--- src/design/aip_pkg.sv ---
// Types, codes and constants of the ASCII integer parser.
// Used by the parser core, its step logic and its checker.
package aip_pkg;

    localparam int COUNT_BITS = 16;
    localparam int USED_W     = 16;
    localparam int CONS_W     = 16;
    localparam int DIFF_W     = (COUNT_BITS > CONS_W) ? COUNT_BITS : CONS_W;
    localparam int ACC_W      = 64;
    localparam int BASE_W     = 5;

    typedef logic [ACC_W-1:0]      t_acc;
    typedef logic [USED_W-1:0]     t_used;
    typedef logic [COUNT_BITS-1:0] t_total;
    typedef logic [DIFF_W-1:0]     t_diff;
    typedef logic [BASE_W-1:0]     t_base;

    typedef enum logic [2:0] {
        PH_SKIP,
        PH_PREFIX,
        PH_HOLD,
        PH_DIGITS,
        PH_DONE
    } t_phase;

    typedef enum logic [2:0] {
        OP_NONE,
        OP_CLEAR,
        OP_EMPTY,
        OP_SPACE,
        OP_SIGN,
        OP_HOLD,
        OP_XPFX,
        OP_DIGIT
    } t_op;

    localparam logic [2:0] CFG_BASE_MODE     = 3'd0;
    localparam logic [2:0] CFG_IS_SIGNED     = 3'd1;
    localparam logic [2:0] CFG_STORE_SIZE    = 3'd2;
    localparam logic [2:0] CFG_WIDTH_LIMITED = 3'd3;
    localparam logic [2:0] CFG_FIELD_WIDTH   = 3'd4;

    localparam logic [2:0] BM_DEC  = 3'd0;
    localparam logic [2:0] BM_AUTO = 3'd1;
    localparam logic [2:0] BM_OCT  = 3'd2;
    localparam logic [2:0] BM_HEX  = 3'd3;
    localparam logic [2:0] BM_BIN  = 3'd4;

    localparam t_base BASE_AUTO = 5'd0;
    localparam t_base BASE_2    = 5'd2;
    localparam t_base BASE_8    = 5'd8;
    localparam t_base BASE_10   = 5'd10;
    localparam t_base BASE_16   = 5'd16;

    localparam logic [1:0] SZ_8  = 2'd0;
    localparam logic [1:0] SZ_16 = 2'd1;
    localparam logic [1:0] SZ_32 = 2'd2;
    localparam logic [1:0] SZ_64 = 2'd3;

    localparam logic [1:0] ST_MATCH     = 2'd0;
    localparam logic [1:0] ST_NO_DIGITS = 2'd1;
    localparam logic [1:0] ST_EMPTY     = 2'd2;

    localparam logic [7:0] CH_NUL   = 8'h00;
    localparam logic [7:0] CH_TAB   = 8'h09;
    localparam logic [7:0] CH_CR    = 8'h0D;
    localparam logic [7:0] CH_SPACE = 8'h20;
    localparam logic [7:0] CH_PLUS  = 8'h2B;
    localparam logic [7:0] CH_MINUS = 8'h2D;
    localparam logic [7:0] CH_ZERO  = 8'h30;
    localparam logic [7:0] CH_NINE  = 8'h39;
    localparam logic [7:0] CH_UA    = 8'h41;
    localparam logic [7:0] CH_UX    = 8'h58;
    localparam logic [7:0] CH_UZ    = 8'h5A;
    localparam logic [7:0] CH_LA    = 8'h61;
    localparam logic [7:0] CH_LX    = 8'h78;
    localparam logic [7:0] CH_LZ    = 8'h7A;

    typedef struct packed {
        logic [2:0]  base_mode;
        logic        is_signed;
        logic [1:0]  store_size;
        logic        width_limited;
        logic [15:0] field_width;
    } t_cfg;

    typedef struct packed {
        t_phase phase;
        t_acc   acc;
        t_acc   nacc;
        t_used  used;
        t_total total;
        t_base  base;
        logic   minus;
        logic   dseen;
    } t_state;

    typedef struct packed {
        t_acc        value;
        logic        negative;
        logic [1:0]  status;
        logic [15:0] consumed;
    } t_result;

    localparam t_cfg CFG_RESET = '{
        base_mode:     BM_DEC,
        is_signed:     1'b1,
        store_size:    SZ_32,
        width_limited: 1'b0,
        field_width:   16'd0
    };

    localparam t_state STATE_CLEAR = '{
        phase: PH_SKIP,
        acc:   '0,
        nacc:  '0,
        used:  '0,
        total: '0,
        base:  BASE_10,
        minus: 1'b0,
        dseen: 1'b0
    };

endpackage

--- src/design/aip_step.sv ---
// Combinational step logic of the parser: decodes one character against the
// parse state and gives the next state and the result, if any. Uses aip_pkg.
module aip_step (
    input  aip_pkg::t_state  i_state,
    input  aip_pkg::t_cfg    i_cfg,
    input  logic [7:0]       i_ch,
    input  logic             i_last,
    output aip_pkg::t_state  o_state,
    output logic             o_emit,
    output aip_pkg::t_result o_result
);

    logic is_nul, is_ws, is_minus, is_sign, is_x, is_zero;
    logic dig_valid, dig_ok;
    logic [5:0] dig;
    aip_pkg::t_base base_sel, start_b, b_d;
    logic sign_ok, hold_ok, room2, pre_inc;
    aip_pkg::t_op op;
    aip_pkg::t_used used1, used2, used_in, used_out;
    aip_pkg::t_total total1, total2, total_in, total_out;
    logic wh_r, wh_1, wh_2, wh_in, wh_out;
    logic dseen_in, stop, ds_emit;
    aip_pkg::t_acc mul_p, mul_n, acc_new, nacc_new;
    logic fdseen, fempty;
    aip_pkg::t_acc facc, fnacc, sel;
    aip_pkg::t_used fused;
    aip_pkg::t_total ftotal;
    aip_pkg::t_diff tot_x, use_x, diff;

    assign is_nul   = (i_ch == aip_pkg::CH_NUL);
    assign is_ws    = (i_ch == aip_pkg::CH_SPACE) ||
                      (i_ch >= aip_pkg::CH_TAB && i_ch <= aip_pkg::CH_CR);
    assign is_minus = (i_ch == aip_pkg::CH_MINUS);
    assign is_sign  = is_minus || (i_ch == aip_pkg::CH_PLUS);
    assign is_x     = (i_ch == aip_pkg::CH_LX) || (i_ch == aip_pkg::CH_UX);
    assign is_zero  = (i_ch == aip_pkg::CH_ZERO);

    always_comb begin
        dig       = '0;
        dig_valid = 1'b0;
        if (i_ch >= aip_pkg::CH_ZERO && i_ch <= aip_pkg::CH_NINE) begin
            dig       = 6'(i_ch - aip_pkg::CH_ZERO);
            dig_valid = 1'b1;
        end else if (i_ch >= aip_pkg::CH_LA && i_ch <= aip_pkg::CH_LZ) begin
            dig       = 6'(i_ch - aip_pkg::CH_LA) + 6'd10;
            dig_valid = 1'b1;
        end else if (i_ch >= aip_pkg::CH_UA && i_ch <= aip_pkg::CH_UZ) begin
            dig       = 6'(i_ch - aip_pkg::CH_UA) + 6'd10;
            dig_valid = 1'b1;
        end
    end

    always_comb begin
        unique case (i_cfg.base_mode)
            aip_pkg::BM_AUTO: base_sel = aip_pkg::BASE_AUTO;
            aip_pkg::BM_OCT:  base_sel = aip_pkg::BASE_8;
            aip_pkg::BM_HEX:  base_sel = aip_pkg::BASE_16;
            aip_pkg::BM_BIN:  base_sel = aip_pkg::BASE_2;
            default:          base_sel = aip_pkg::BASE_10;
        endcase
    end

    assign start_b = (i_state.phase == aip_pkg::PH_SKIP) ? base_sel : i_state.base;
    assign sign_ok = is_sign && (!i_cfg.width_limited || i_cfg.field_width != '0);
    assign room2   = !i_cfg.width_limited ||
                     ({1'b0, i_cfg.field_width} >= ({1'b0, i_state.used} + 17'd2));
    assign hold_ok = (start_b == aip_pkg::BASE_AUTO || start_b == aip_pkg::BASE_16) &&
                     room2 && is_zero && !i_last;

    always_comb begin
        unique case (i_state.phase)
            aip_pkg::PH_SKIP: begin
                if (is_nul)       op = aip_pkg::OP_EMPTY;
                else if (is_ws)   op = aip_pkg::OP_SPACE;
                else if (sign_ok) op = aip_pkg::OP_SIGN;
                else if (hold_ok) op = aip_pkg::OP_HOLD;
                else              op = aip_pkg::OP_DIGIT;
            end
            aip_pkg::PH_PREFIX: op = hold_ok ? aip_pkg::OP_HOLD : aip_pkg::OP_DIGIT;
            aip_pkg::PH_HOLD:   op = is_x ? aip_pkg::OP_XPFX : aip_pkg::OP_DIGIT;
            aip_pkg::PH_DIGITS: op = aip_pkg::OP_DIGIT;
            aip_pkg::PH_DONE:   op = i_last ? aip_pkg::OP_CLEAR : aip_pkg::OP_NONE;
            default:            op = aip_pkg::OP_NONE;
        endcase
    end

    always_comb begin
        if (i_state.phase == aip_pkg::PH_DIGITS) begin
            b_d = i_state.base;
        end else if (i_state.phase == aip_pkg::PH_HOLD) begin
            b_d = (i_state.base == aip_pkg::BASE_AUTO) ? aip_pkg::BASE_8 : i_state.base;
        end else if (start_b == aip_pkg::BASE_AUTO) begin
            b_d = is_zero ? aip_pkg::BASE_8 : aip_pkg::BASE_10;
        end else begin
            b_d = start_b;
        end
    end

    assign used1  = (i_state.used == '1) ? i_state.used : i_state.used + 1'b1;
    assign used2  = (used1 == '1) ? used1 : used1 + 1'b1;
    assign total1 = (i_state.total == '1) ? i_state.total : i_state.total + 1'b1;
    assign total2 = (total1 == '1) ? total1 : total1 + 1'b1;

    assign wh_r = i_cfg.width_limited && (i_state.used >= i_cfg.field_width);
    assign wh_1 = i_cfg.width_limited && (used1 >= i_cfg.field_width);
    assign wh_2 = i_cfg.width_limited && (used2 >= i_cfg.field_width);

    // A held zero counts as a digit before the current character, unless the
    // width limit was already reached while the zero was held.
    assign pre_inc   = (i_state.phase == aip_pkg::PH_HOLD) && !wh_r;
    assign used_in   = pre_inc ? used1 : i_state.used;
    assign used_out  = pre_inc ? used2 : used1;
    assign total_in  = pre_inc ? total1 : i_state.total;
    assign total_out = pre_inc ? total2 : total1;
    assign wh_in     = pre_inc ? wh_1 : wh_r;
    assign wh_out    = pre_inc ? wh_2 : wh_1;
    assign dseen_in  = pre_inc || i_state.dseen;

    assign dig_ok  = dig_valid && (dig < {1'b0, b_d});
    assign stop    = is_nul || wh_in || !dig_ok;
    assign ds_emit = stop || i_last || wh_out;

    always_comb begin
        case (b_d)
            aip_pkg::BASE_2: begin
                mul_p = i_state.acc << 1;
                mul_n = i_state.nacc << 1;
            end
            aip_pkg::BASE_8: begin
                mul_p = i_state.acc << 3;
                mul_n = i_state.nacc << 3;
            end
            aip_pkg::BASE_16: begin
                mul_p = i_state.acc << 4;
                mul_n = i_state.nacc << 4;
            end
            default: begin
                mul_p = (i_state.acc << 3) + (i_state.acc << 1);
                mul_n = (i_state.nacc << 3) + (i_state.nacc << 1);
            end
        endcase
    end

    assign acc_new  = mul_p + aip_pkg::t_acc'(dig);
    assign nacc_new = mul_n - aip_pkg::t_acc'(dig);

    always_comb begin
        o_emit = 1'b0;
        fdseen = 1'b0;
        fempty = 1'b0;
        facc   = i_state.acc;
        fnacc  = i_state.nacc;
        fused  = i_state.used;
        ftotal = i_state.total;
        unique case (op)
            aip_pkg::OP_EMPTY: begin
                o_emit = 1'b1;
                fempty = 1'b1;
            end
            aip_pkg::OP_SPACE: begin
                o_emit = i_last;
                fempty = 1'b1;
                ftotal = total1;
            end
            aip_pkg::OP_SIGN: begin
                o_emit = i_last || wh_1;
                fused  = used1;
                ftotal = total1;
            end
            aip_pkg::OP_XPFX: begin
                o_emit = i_last || wh_2;
                fused  = used2;
                ftotal = total2;
            end
            aip_pkg::OP_DIGIT: begin
                o_emit = ds_emit;
                if (stop) begin
                    fdseen = dseen_in;
                    fused  = used_in;
                    ftotal = total_in;
                end else begin
                    fdseen = 1'b1;
                    facc   = acc_new;
                    fnacc  = nacc_new;
                    fused  = used_out;
                    ftotal = total_out;
                end
            end
            default: ;
        endcase
    end

    assign sel   = i_state.minus ? fnacc : facc;
    assign tot_x = aip_pkg::t_diff'(ftotal);
    assign use_x = aip_pkg::t_diff'(fused);
    assign diff  = (tot_x >= use_x) ? tot_x - use_x : '0;

    always_comb begin
        o_result = '0;
        if (fempty) begin
            o_result.status   = aip_pkg::ST_EMPTY;
            o_result.consumed = tot_x[aip_pkg::CONS_W-1:0];
        end else if (!fdseen) begin
            o_result.status   = aip_pkg::ST_NO_DIGITS;
            o_result.consumed = diff[aip_pkg::CONS_W-1:0];
        end else begin
            o_result.status   = aip_pkg::ST_MATCH;
            o_result.negative = i_state.minus;
            o_result.consumed = tot_x[aip_pkg::CONS_W-1:0];
            unique case (i_cfg.store_size)
                aip_pkg::SZ_8:
                    o_result.value = {{(aip_pkg::ACC_W-8){i_cfg.is_signed & sel[7]}},
                                      sel[7:0]};
                aip_pkg::SZ_16:
                    o_result.value = {{(aip_pkg::ACC_W-16){i_cfg.is_signed & sel[15]}},
                                      sel[15:0]};
                aip_pkg::SZ_32:
                    o_result.value = {{(aip_pkg::ACC_W-32){i_cfg.is_signed & sel[31]}},
                                      sel[31:0]};
                default:
                    o_result.value = sel;
            endcase
        end
    end

    always_comb begin
        o_state = i_state;
        unique case (op)
            aip_pkg::OP_CLEAR: o_state = aip_pkg::STATE_CLEAR;
            aip_pkg::OP_SPACE: o_state.total = total1;
            aip_pkg::OP_SIGN: begin
                o_state.minus = is_minus;
                o_state.used  = used1;
                o_state.total = total1;
                o_state.base  = base_sel;
                o_state.phase = aip_pkg::PH_PREFIX;
            end
            aip_pkg::OP_HOLD: begin
                o_state.base  = start_b;
                o_state.phase = aip_pkg::PH_HOLD;
            end
            aip_pkg::OP_XPFX: begin
                o_state.base  = aip_pkg::BASE_16;
                o_state.used  = used2;
                o_state.total = total2;
                o_state.phase = aip_pkg::PH_DIGITS;
            end
            aip_pkg::OP_DIGIT: begin
                o_state.base  = b_d;
                o_state.acc   = acc_new;
                o_state.nacc  = nacc_new;
                o_state.used  = used_out;
                o_state.total = total_out;
                o_state.dseen = 1'b1;
                o_state.phase = aip_pkg::PH_DIGITS;
            end
            default: ;
        endcase
        if (o_emit) begin
            if (i_last) begin
                o_state = aip_pkg::STATE_CLEAR;
            end else begin
                o_state.phase = aip_pkg::PH_DONE;
            end
        end
    end

endmodule

--- src/design/ascii_integer_parser_core.sv ---
// Top level of the ASCII integer parser; uses aip_pkg and aip_step.
// The input register feeds the step logic; the output register holds its result.
// Throughput: one character per cycle unless its result must wait behind a stalled one.
// The output register lets a new character enter while a result waits.
// Reset (synchronous, active low) clears the parse state and loads register defaults.
module ascii_integer_parser_core (
    input  logic        i_clk,
    input  logic        i_rst_n,
    input  logic        i_valid,
    output logic        o_ready,
    input  logic [7:0]  i_ch,
    input  logic        i_last,
    output logic        o_valid,
    input  logic        i_ready,
    output logic [63:0] o_value,
    output logic        o_negative,
    output logic [1:0]  o_status,
    output logic [15:0] o_consumed,
    input  logic        i_cfg_wen,
    input  logic [2:0]  i_cfg_index,
    input  logic [15:0] i_cfg_data
);

    aip_pkg::t_cfg    r_cfg;
    aip_pkg::t_state  r_state, n_state;
    aip_pkg::t_result step_res, r_res;
    logic r_in_valid, n_in_valid;
    logic r_out_valid, n_out_valid;
    logic [7:0] r_ch;
    logic r_last;
    logic step_emit, advance, accept_in;

    aip_step u_step (
        .i_state  (r_state),
        .i_cfg    (r_cfg),
        .i_ch     (r_ch),
        .i_last   (r_last),
        .o_state  (n_state),
        .o_emit   (step_emit),
        .o_result (step_res)
    );

    assign advance     = r_in_valid && (!step_emit || !r_out_valid || i_ready);
    assign o_ready     = !r_in_valid || advance;
    assign accept_in   = i_valid && o_ready;
    assign n_in_valid  = accept_in || (r_in_valid && !advance);
    assign n_out_valid = (advance && step_emit) || (r_out_valid && !i_ready);

    always_ff @(posedge i_clk) begin
        if (!i_rst_n) begin
            r_in_valid  <= 1'b0;
            r_out_valid <= 1'b0;
            r_state     <= aip_pkg::STATE_CLEAR;
        end else begin
            r_in_valid  <= n_in_valid;
            r_out_valid <= n_out_valid;
            if (advance) begin
                r_state <= n_state;
            end
        end
    end

    always_ff @(posedge i_clk) begin
        if (!i_rst_n) begin
            r_cfg <= aip_pkg::CFG_RESET;
        end else if (i_cfg_wen) begin
            unique case (i_cfg_index)
                aip_pkg::CFG_BASE_MODE:     r_cfg.base_mode     <= i_cfg_data[2:0];
                aip_pkg::CFG_IS_SIGNED:     r_cfg.is_signed     <= i_cfg_data[0];
                aip_pkg::CFG_STORE_SIZE:    r_cfg.store_size    <= i_cfg_data[1:0];
                aip_pkg::CFG_WIDTH_LIMITED: r_cfg.width_limited <= i_cfg_data[0];
                aip_pkg::CFG_FIELD_WIDTH:   r_cfg.field_width   <= i_cfg_data[15:0];
                default: ;
            endcase
        end
    end

    always_ff @(posedge i_clk) begin
        if (accept_in) begin
            r_ch   <= i_ch;
            r_last <= i_last;
        end
        if (advance && step_emit) begin
            r_res <= step_res;
        end
    end

    assign o_valid    = r_out_valid;
    assign o_value    = r_res.value;
    assign o_negative = r_res.negative;
    assign o_status   = r_res.status;
    assign o_consumed = r_res.consumed;

endmodule

--- config.mk ---
export PLATFORM = sky130hd
export DESIGN_NAME = ascii_integer_parser_core
export DESIGN_NICKNAME = d
export VERILOG_FILES = /design/src/design/aip_pkg.sv /design/src/design/aip_step.sv /design/src/design/ascii_integer_parser_core.sv
export SDC_FILE = /design/constraint.sdc
export NUM_CORES = 2
export LEC_CHECK = 0
export CORE_UTILIZATION = 35
export DETAILED_ROUTE_END_ITERATION = 16
export DONT_BUFFER_PORTS = 1
export HOLD_SLACK_MARGIN = 0.05
export PLACE_DENSITY = 0.47
export SLEW_MARGIN = 20
export SYNTH_ARGS = -nofsm -noshare
export SYNTH_HDL_FRONTEND = slang
export SYNTH_SLANG_ARGS = --single-unit
--- constraint.sdc ---
create_clock -name i_clk -period 10.8 [get_ports i_clk]
set_input_delay 3.24 -clock i_clk [delete_from_list [all_inputs] [get_ports i_clk]]
set_output_delay 3.24 -clock i_clk [all_outputs]
set_load 0.005 [all_outputs]
# Word-level counts from Yosys, hierarchy flattened
# Index checks and enable logic that the tools add are counted.
[word_totals] register_bits=287 inputBits=33 word_cells=211
[classes] n_addsub=15 n_lt_le_gt_ge=14 eq_ne=35 mux=59 n_bitwise=4 n_reduce_logical=63
[ops] cell="$pmux 64 s3" n=3
[ops] cell="$mux 64" n=5
[ops] cell="$pmux 128 s2" n=1
[ops] cell="$mux 16" n=12
[ops] cell="$mux 170" n=1
[ops] cell="$mux 167" n=1
[ops] cell="$add 64x64->64" n=2
[ops] cell="$pmux 16 s4" n=2
[ops] cell="$pmux 16 s3" n=2
[ops] cell="$add 16x1->16 const B" n=4
[ops] cell="$add 64x6->64" n=1
[ops] cell="$eq 16x16->1 const B" n=4
[ops] cell="$ge 16x16->1" n=4
[ops] cell="$sub 64x6->64" n=1
[ops] cell="$eq 8x6->1 const B" n=4
[ops] cell="$mux 5" n=5
[ops] cell="$pmux 5 s5" n=1
[ops] cell="$eq 3x2->1 const B" n=8
[ops] cell="$eq 3x3->1 const B" n=7
[ops] cell="$pmux 5 s4" n=1
[ops] cell="$logic_and 1x1->1" n=18
[ops] cell="$logic_or 1x1->1" n=18
[ops] cell="$mux 6" n=3
[ops] cell="$add 16x2->17 const B" n=1
[ops] cell="other kinds (38)" n=81

# Longest topological paths before layout
[depth] word_depth=22 ltp_mapped=39 mapped_depth_nobuf=36

# Cells and area by module
# A second synthesis with hierarchy kept.
[unflattened] hier_cells=5133 area_unflattened_um2=36615.1
[modules_own_cells] module="aip_step" n_inst=1 cells_each=4193 area_each_um2=26103.8 seq_area_each_um2=0.0
[modules_own_cells] module="ascii_integer_parser_core" n_inst=1 cells_each=940 area_each_um2=10511.3 seq_area_each_um2=6666.4

# Worst setup path after synthesis
# No wires, ideal clock.
[synth_timing] path_kind="reg-to-output" from="reg r_state[24] (netlist name)" to="out o_ready" t_arrival_ns=5.509 setup_slack_ns=2.051 stages_incl_launch_ff=24 n_path_buf=1 path_cell_list="dfxtp_1 ha_1 nand3_1 nor3_1 a21oi_1 nor2_1 ha_1 inv_1 or3_1 or4_1 clkbuf_1 mux2_2 ha_1 a21o_1 a21o_1 a21oi_1 o21ai_0 a2111oi_0 o21ai_0 a2111oi_0 o221ai_1 nand2_1 nor2_1 inv_1"
[synth_via] elab_chain_len=18 elab_cells_between_ends=44 cone_classes="add/sub: 3; order compare: 4; eq/ne: 7; mux: 10; reduce/logical: 20"
[synth_lines] item="start: declaration" line="ascii_integer_parser_core.sv:25" rtl="aip_pkg::t_state r_state, n_state;"
[synth_lines] item="start signal: assignment" line="ascii_integer_parser_core.sv:53" rtl="r_state <= aip_pkg::STATE_CLEAR;"
[synth_lines] item="start signal: assignment" line="ascii_integer_parser_core.sv:58" rtl="r_state <= n_state;"
[synth_lines] item="parallel branches: the longest is 12 deep, another holds $add 16x1->16"
[synth_lines] item="$pmux 1 s5 *" line="aip_step.sv:155" rtl="unique case (op)"
[synth_lines] item="$logic_not 1->1 *" line="ascii_integer_parser_core.sv:43" rtl="assign advance = r_in_valid && (!step_emit || !r_out_valid || i_ready);"
[synth_lines] item="$logic_or 1x1->1 * (2 in a row)" line="ascii_integer_parser_core.sv:43"
[synth_lines] item="$logic_and 1x1->1 *" line="ascii_integer_parser_core.sv:43"
[synth_lines] item="$logic_or 1x1->1 *" line="ascii_integer_parser_core.sv:44" rtl="assign o_ready = !r_in_valid || advance;"
[synth_lines] item="end: declaration" line="ascii_integer_parser_core.sv:10" rtl="output logic o_ready,"
# Every way passes the cells marked *.

# Final worst setup path
# Ends and elaborated chain as after synthesis.

==> run summary <==
status: complete, no violations
DR vias: 35,213
Synthesized Nets: 4,678
Via density: 6.35
Setup CP Type: flop to output port
WL per Instance: 26.5 um
max cap viols: 0
Synth Area in Compound Gates: 0.314
RSZ-0062 raised after global routing: false
global-route wire length before repair: 220,000 um
Final period util: 0.957
total wire length: 147,000 um
synthesized area: 33,100 um^2
Worst Path Arrival: 7.09 ns
Pleak: 13.0 nW
pwr dens: 134 nW/um^2
Nets: 4,531
Worst Setup SP: r_state[24]
Peak supply drop: 0.0938 mV
core area: 93,500 um^2
initial core utilization: 0.354
Critical Path RT: 7.56 ns
Synth Warn #: 0
async set or reset register ratio after synthesis: 0
grt ovf: 0
post-synthesis mux area share: 0.0353
Post-Synthesis Cells: 4,411
CTS sink cnt: 287
DR DRC count: 0
crit path capture type: output port
Worst Hold Slack: 0.479 ns
Post-Synth Simple-Gate Area: 0.245
H-tree level count: 2
Slew Limit Fails: 0
First-pass DRT Iterations: 7
CTS tree: built
Die Footprint: 95,900 um^2
syn_area_per_cell: 7.51 um^2
top cell type's share of synthesized area: 0.118
post-synthesis cell type count: 96
drt initial violations: 3,635
max incr delay on CP: 0.60 ns
xor/xnor cell area share of the yosys netlist: 0.0695
sequential fraction of the synthesis area: 0.201
DPL Wire Length: 110,000 um
Synth area leaders: dfxtp_1, ha_1, edfxtp_1, nand2_1, a21oi_1
Root Driver: clkbuf_16
Final Hold Vio Count: 0
share of cells above drive strength 1: 0.0599
CP delay by family, top: compound AO/OA/AOI/OAI gates
slowest cell on the critical path: or4_4
fin crit period: 10.33 ns
area post-placement: 34,400 um^2
Final Skew: 0.0261 ns
Antenna Nets Post-Route: 0
clock buffer depth: 3
Synth area leader: dfxtp_1
fmax: 96.8 MHz
critical hold path startpoint: r_state[4]
Synth Area in Adders: 0.0895
setup TNS: 0 ns
largest net degree at the start of global routing: 112
CTS clk-pin slew, worst paths: 0.07 ns
Critical Path Source Type: flop
Worst Tran Pin Value: 1.15 ns
Buf/Inv on CP: 3
number of synthesized flops with an enable pin: 92
die width: 310 um
largest family of logic cells by synthesized area: compound AO/OA/AOI/OAI gates
Synth Flop Type: dfxtp_1
antenna violations before repair: 4
# setup viols final: 0
crit-path max FO: 11
vias in the first global route: 33,296
Tightest Hold Check Type: flop to flop
FP Rows: 112
Layout area overhead: 7.80%
Final Wtd Congestion: 0.994
clock buffer count from CTS: 38
reg2reg start: r_state[24]
flops & latches, synth: 287
Die H: 310 um
final instance area: 35,700 um^2
Clock Latency Late Sink: 0.60 ns
port bufs: 0
Rel. slew slack: 0.232
Ports: 118
crit-path cells: ha_1 > nand3_1 > or3_1 > o211ai_1 > xor2_1 > inv_1 > nand3_1 > or3_1 > or4_4 > mux2_2 > ha_1 > a21o_1 > a21o_1 > a21oi_1 > o21ai_0 > a2111oi_1 > o21ai_0 > a2111oi_1 > o221ai_1 > buf_4 > nand2_1 > nor2_1 > inv_1
Total GRT Usage: 0.301
==> layer usage <==
metal	track usage	routed length [um]	vias to the layer above	share of wire
met1	0.403	64700	17089	0.44
met2	0.482	65500	1389	0.44
met5	0	0	-	0
met3	0.0473	10900	249	0.074
li1	-	-	16486	-
met4	0.120	6220	0	0.042
==> state kept, by name (all words and copies together) (netlist names) <==
| register | flops |
|---|---|
| r_last | 1 |
| o_status | 2 |
| r_ch | 8 |
| o_value | 64 |
| r_cfg | 23 |
| r_in_valid | 1 |
| o_valid | 1 |
| o_negative | 1 |
| r_state | 170 |
| o_consumed | 16 |
==> timing repair <==
item / CTS / global route
resized for setup: 0 / 6
hold buffers: 0 / 0
setup endpoints to repair: 0 / 1
setup buffers: 0 / 0
endpoints found under the hold margin: 0 / 0
==> worst paths after layout <==
kind | cells past startpoint | slack (ns) | endpoint
worst max-delay path | 23 | 0.47 | o_ready
worst min-delay path | 2 | 0.48 | r_state[4]
worst max register to register | 35 | 1.47 | o_consumed[3]
worst min register to register | 2 | 0.48 | r_state[4]
==> synthesized netlist by cell type (19+ instances only) <==
master / number
nand2_1: 496
xnor2_1: 154
o21ai_0: 255
nor2_1: 362
a22o_1: 51
ha_1: 229
mux4_2: 30
a311oi_1: 20
a222oi_1: 61
nand4_1: 75
nor3_1: 113
a2111oi_0: 19
and2_1: 51
a21boi_0: 54
inv_1: 117
nand2b_1: 33
a31oi_1: 49
a21oi_1: 338
o211ai_1: 64
a22oi_1: 152
a221oi_1: 33
mux2i_1: 38
o31ai_1: 24
nor4_1: 41
dfxtp_1: 195
a21o_1: 79
o221ai_1: 20
a211oi_1: 48
or3_1: 43
o22ai_1: 19
buf_2: 22
clkbuf_1: 225
nor2b_1: 108
nand3_1: 148
and3_1: 58
o21bai_1: 23
o21a_1: 49
edfxtp_1: 92
xor2_1: 109
==> through the flow <==
step            util  power, W  instances  setup slack [ns]
2_1_floorplan      -   0.00277       4411              2.05
3_3_place_gp   0.368   0.00341       5478             0.889
3_5_place_dp   0.368   0.00340       5478             0.880
4_1_cts        0.382   0.00477       5547             0.181
5_1_grt        0.382   0.00503       5547            0.0169
6_report       0.382   0.00479       5549             0.466
==> final cells by class <==
type / instances / area (um^2)
Antenna cell: 2 / 5.00
Tap cell: 1254 / 1570
Fill cell: 9875 / 57800
Multi-Input combinational cell: 3737 / 25100
Timing Repair Buffer: 83 / 636
Clock inverter: 12 / 103
Clock buffer: 57 / 1180
Sequential cell: 287 / 6670
Inverter: 117 / 442
==> worst reg2reg max path: cells and delay by family (launching register included) <==
| kind | cells | cell delay (ns) |
|---|---|---|
| flops | 1 | 0.51 |
| buf+inv | 2 | 0.38 |
| fa+ha+maj | 3 | 0.92 |
| compound gates | 18 | 4.76 |
| simple gates | 12 | 2.48 |
==> report_power, final <==
group	switching [W]	leakage, nW	internal (W)
combinational	0.00138	9.92	0.000732
sequential	0.000118	2.44	0.00121
clock	0.000567	0.632	0.000784
==> cells by family (layout without fill, tap and decap cells) <==
| group | Yosys count | in the layout |
|---|---|---|
| XOR/XNOR | 263 | 263 |
| AND/OR/NAND/NOR | 1646 | 1646 |
| adder cells (fa/ha/maj) | 234 | 234 |
| flip-flops | 287 | 287 |
| multiplexers | 78 | 78 |
| AO/OA/AOI/OAI | 1516 | 1516 |
| buffers and inverters | 387 | 269 |
| other | 0 | 2 |
==> cells in the final DEF (no fill, tap or decap), types with 75 or more instances in the layout <==
master | synthesis | routed
edfxtp_1 | 92 | 92
xnor2_1 | 154 | 154
a21o_1 | 79 | 79
xor2_1 | 109 | 109
a21oi_1 | 338 | 337
nand4_1 | 75 | 75
nor2b_1 | 108 | 108
nand3_1 | 148 | 148
dfxtp_1 | 195 | 194
buf_4 | 2 | 82
a22oi_1 | 152 | 152
nand2_1 | 496 | 492
o21ai_0 | 255 | 254
inv_1 | 117 | 115
nor3_1 | 113 | 109
nor2_1 | 362 | 358
ha_1 | 229 | 229
Note: power is estimated with default switching activity, not from simulation.
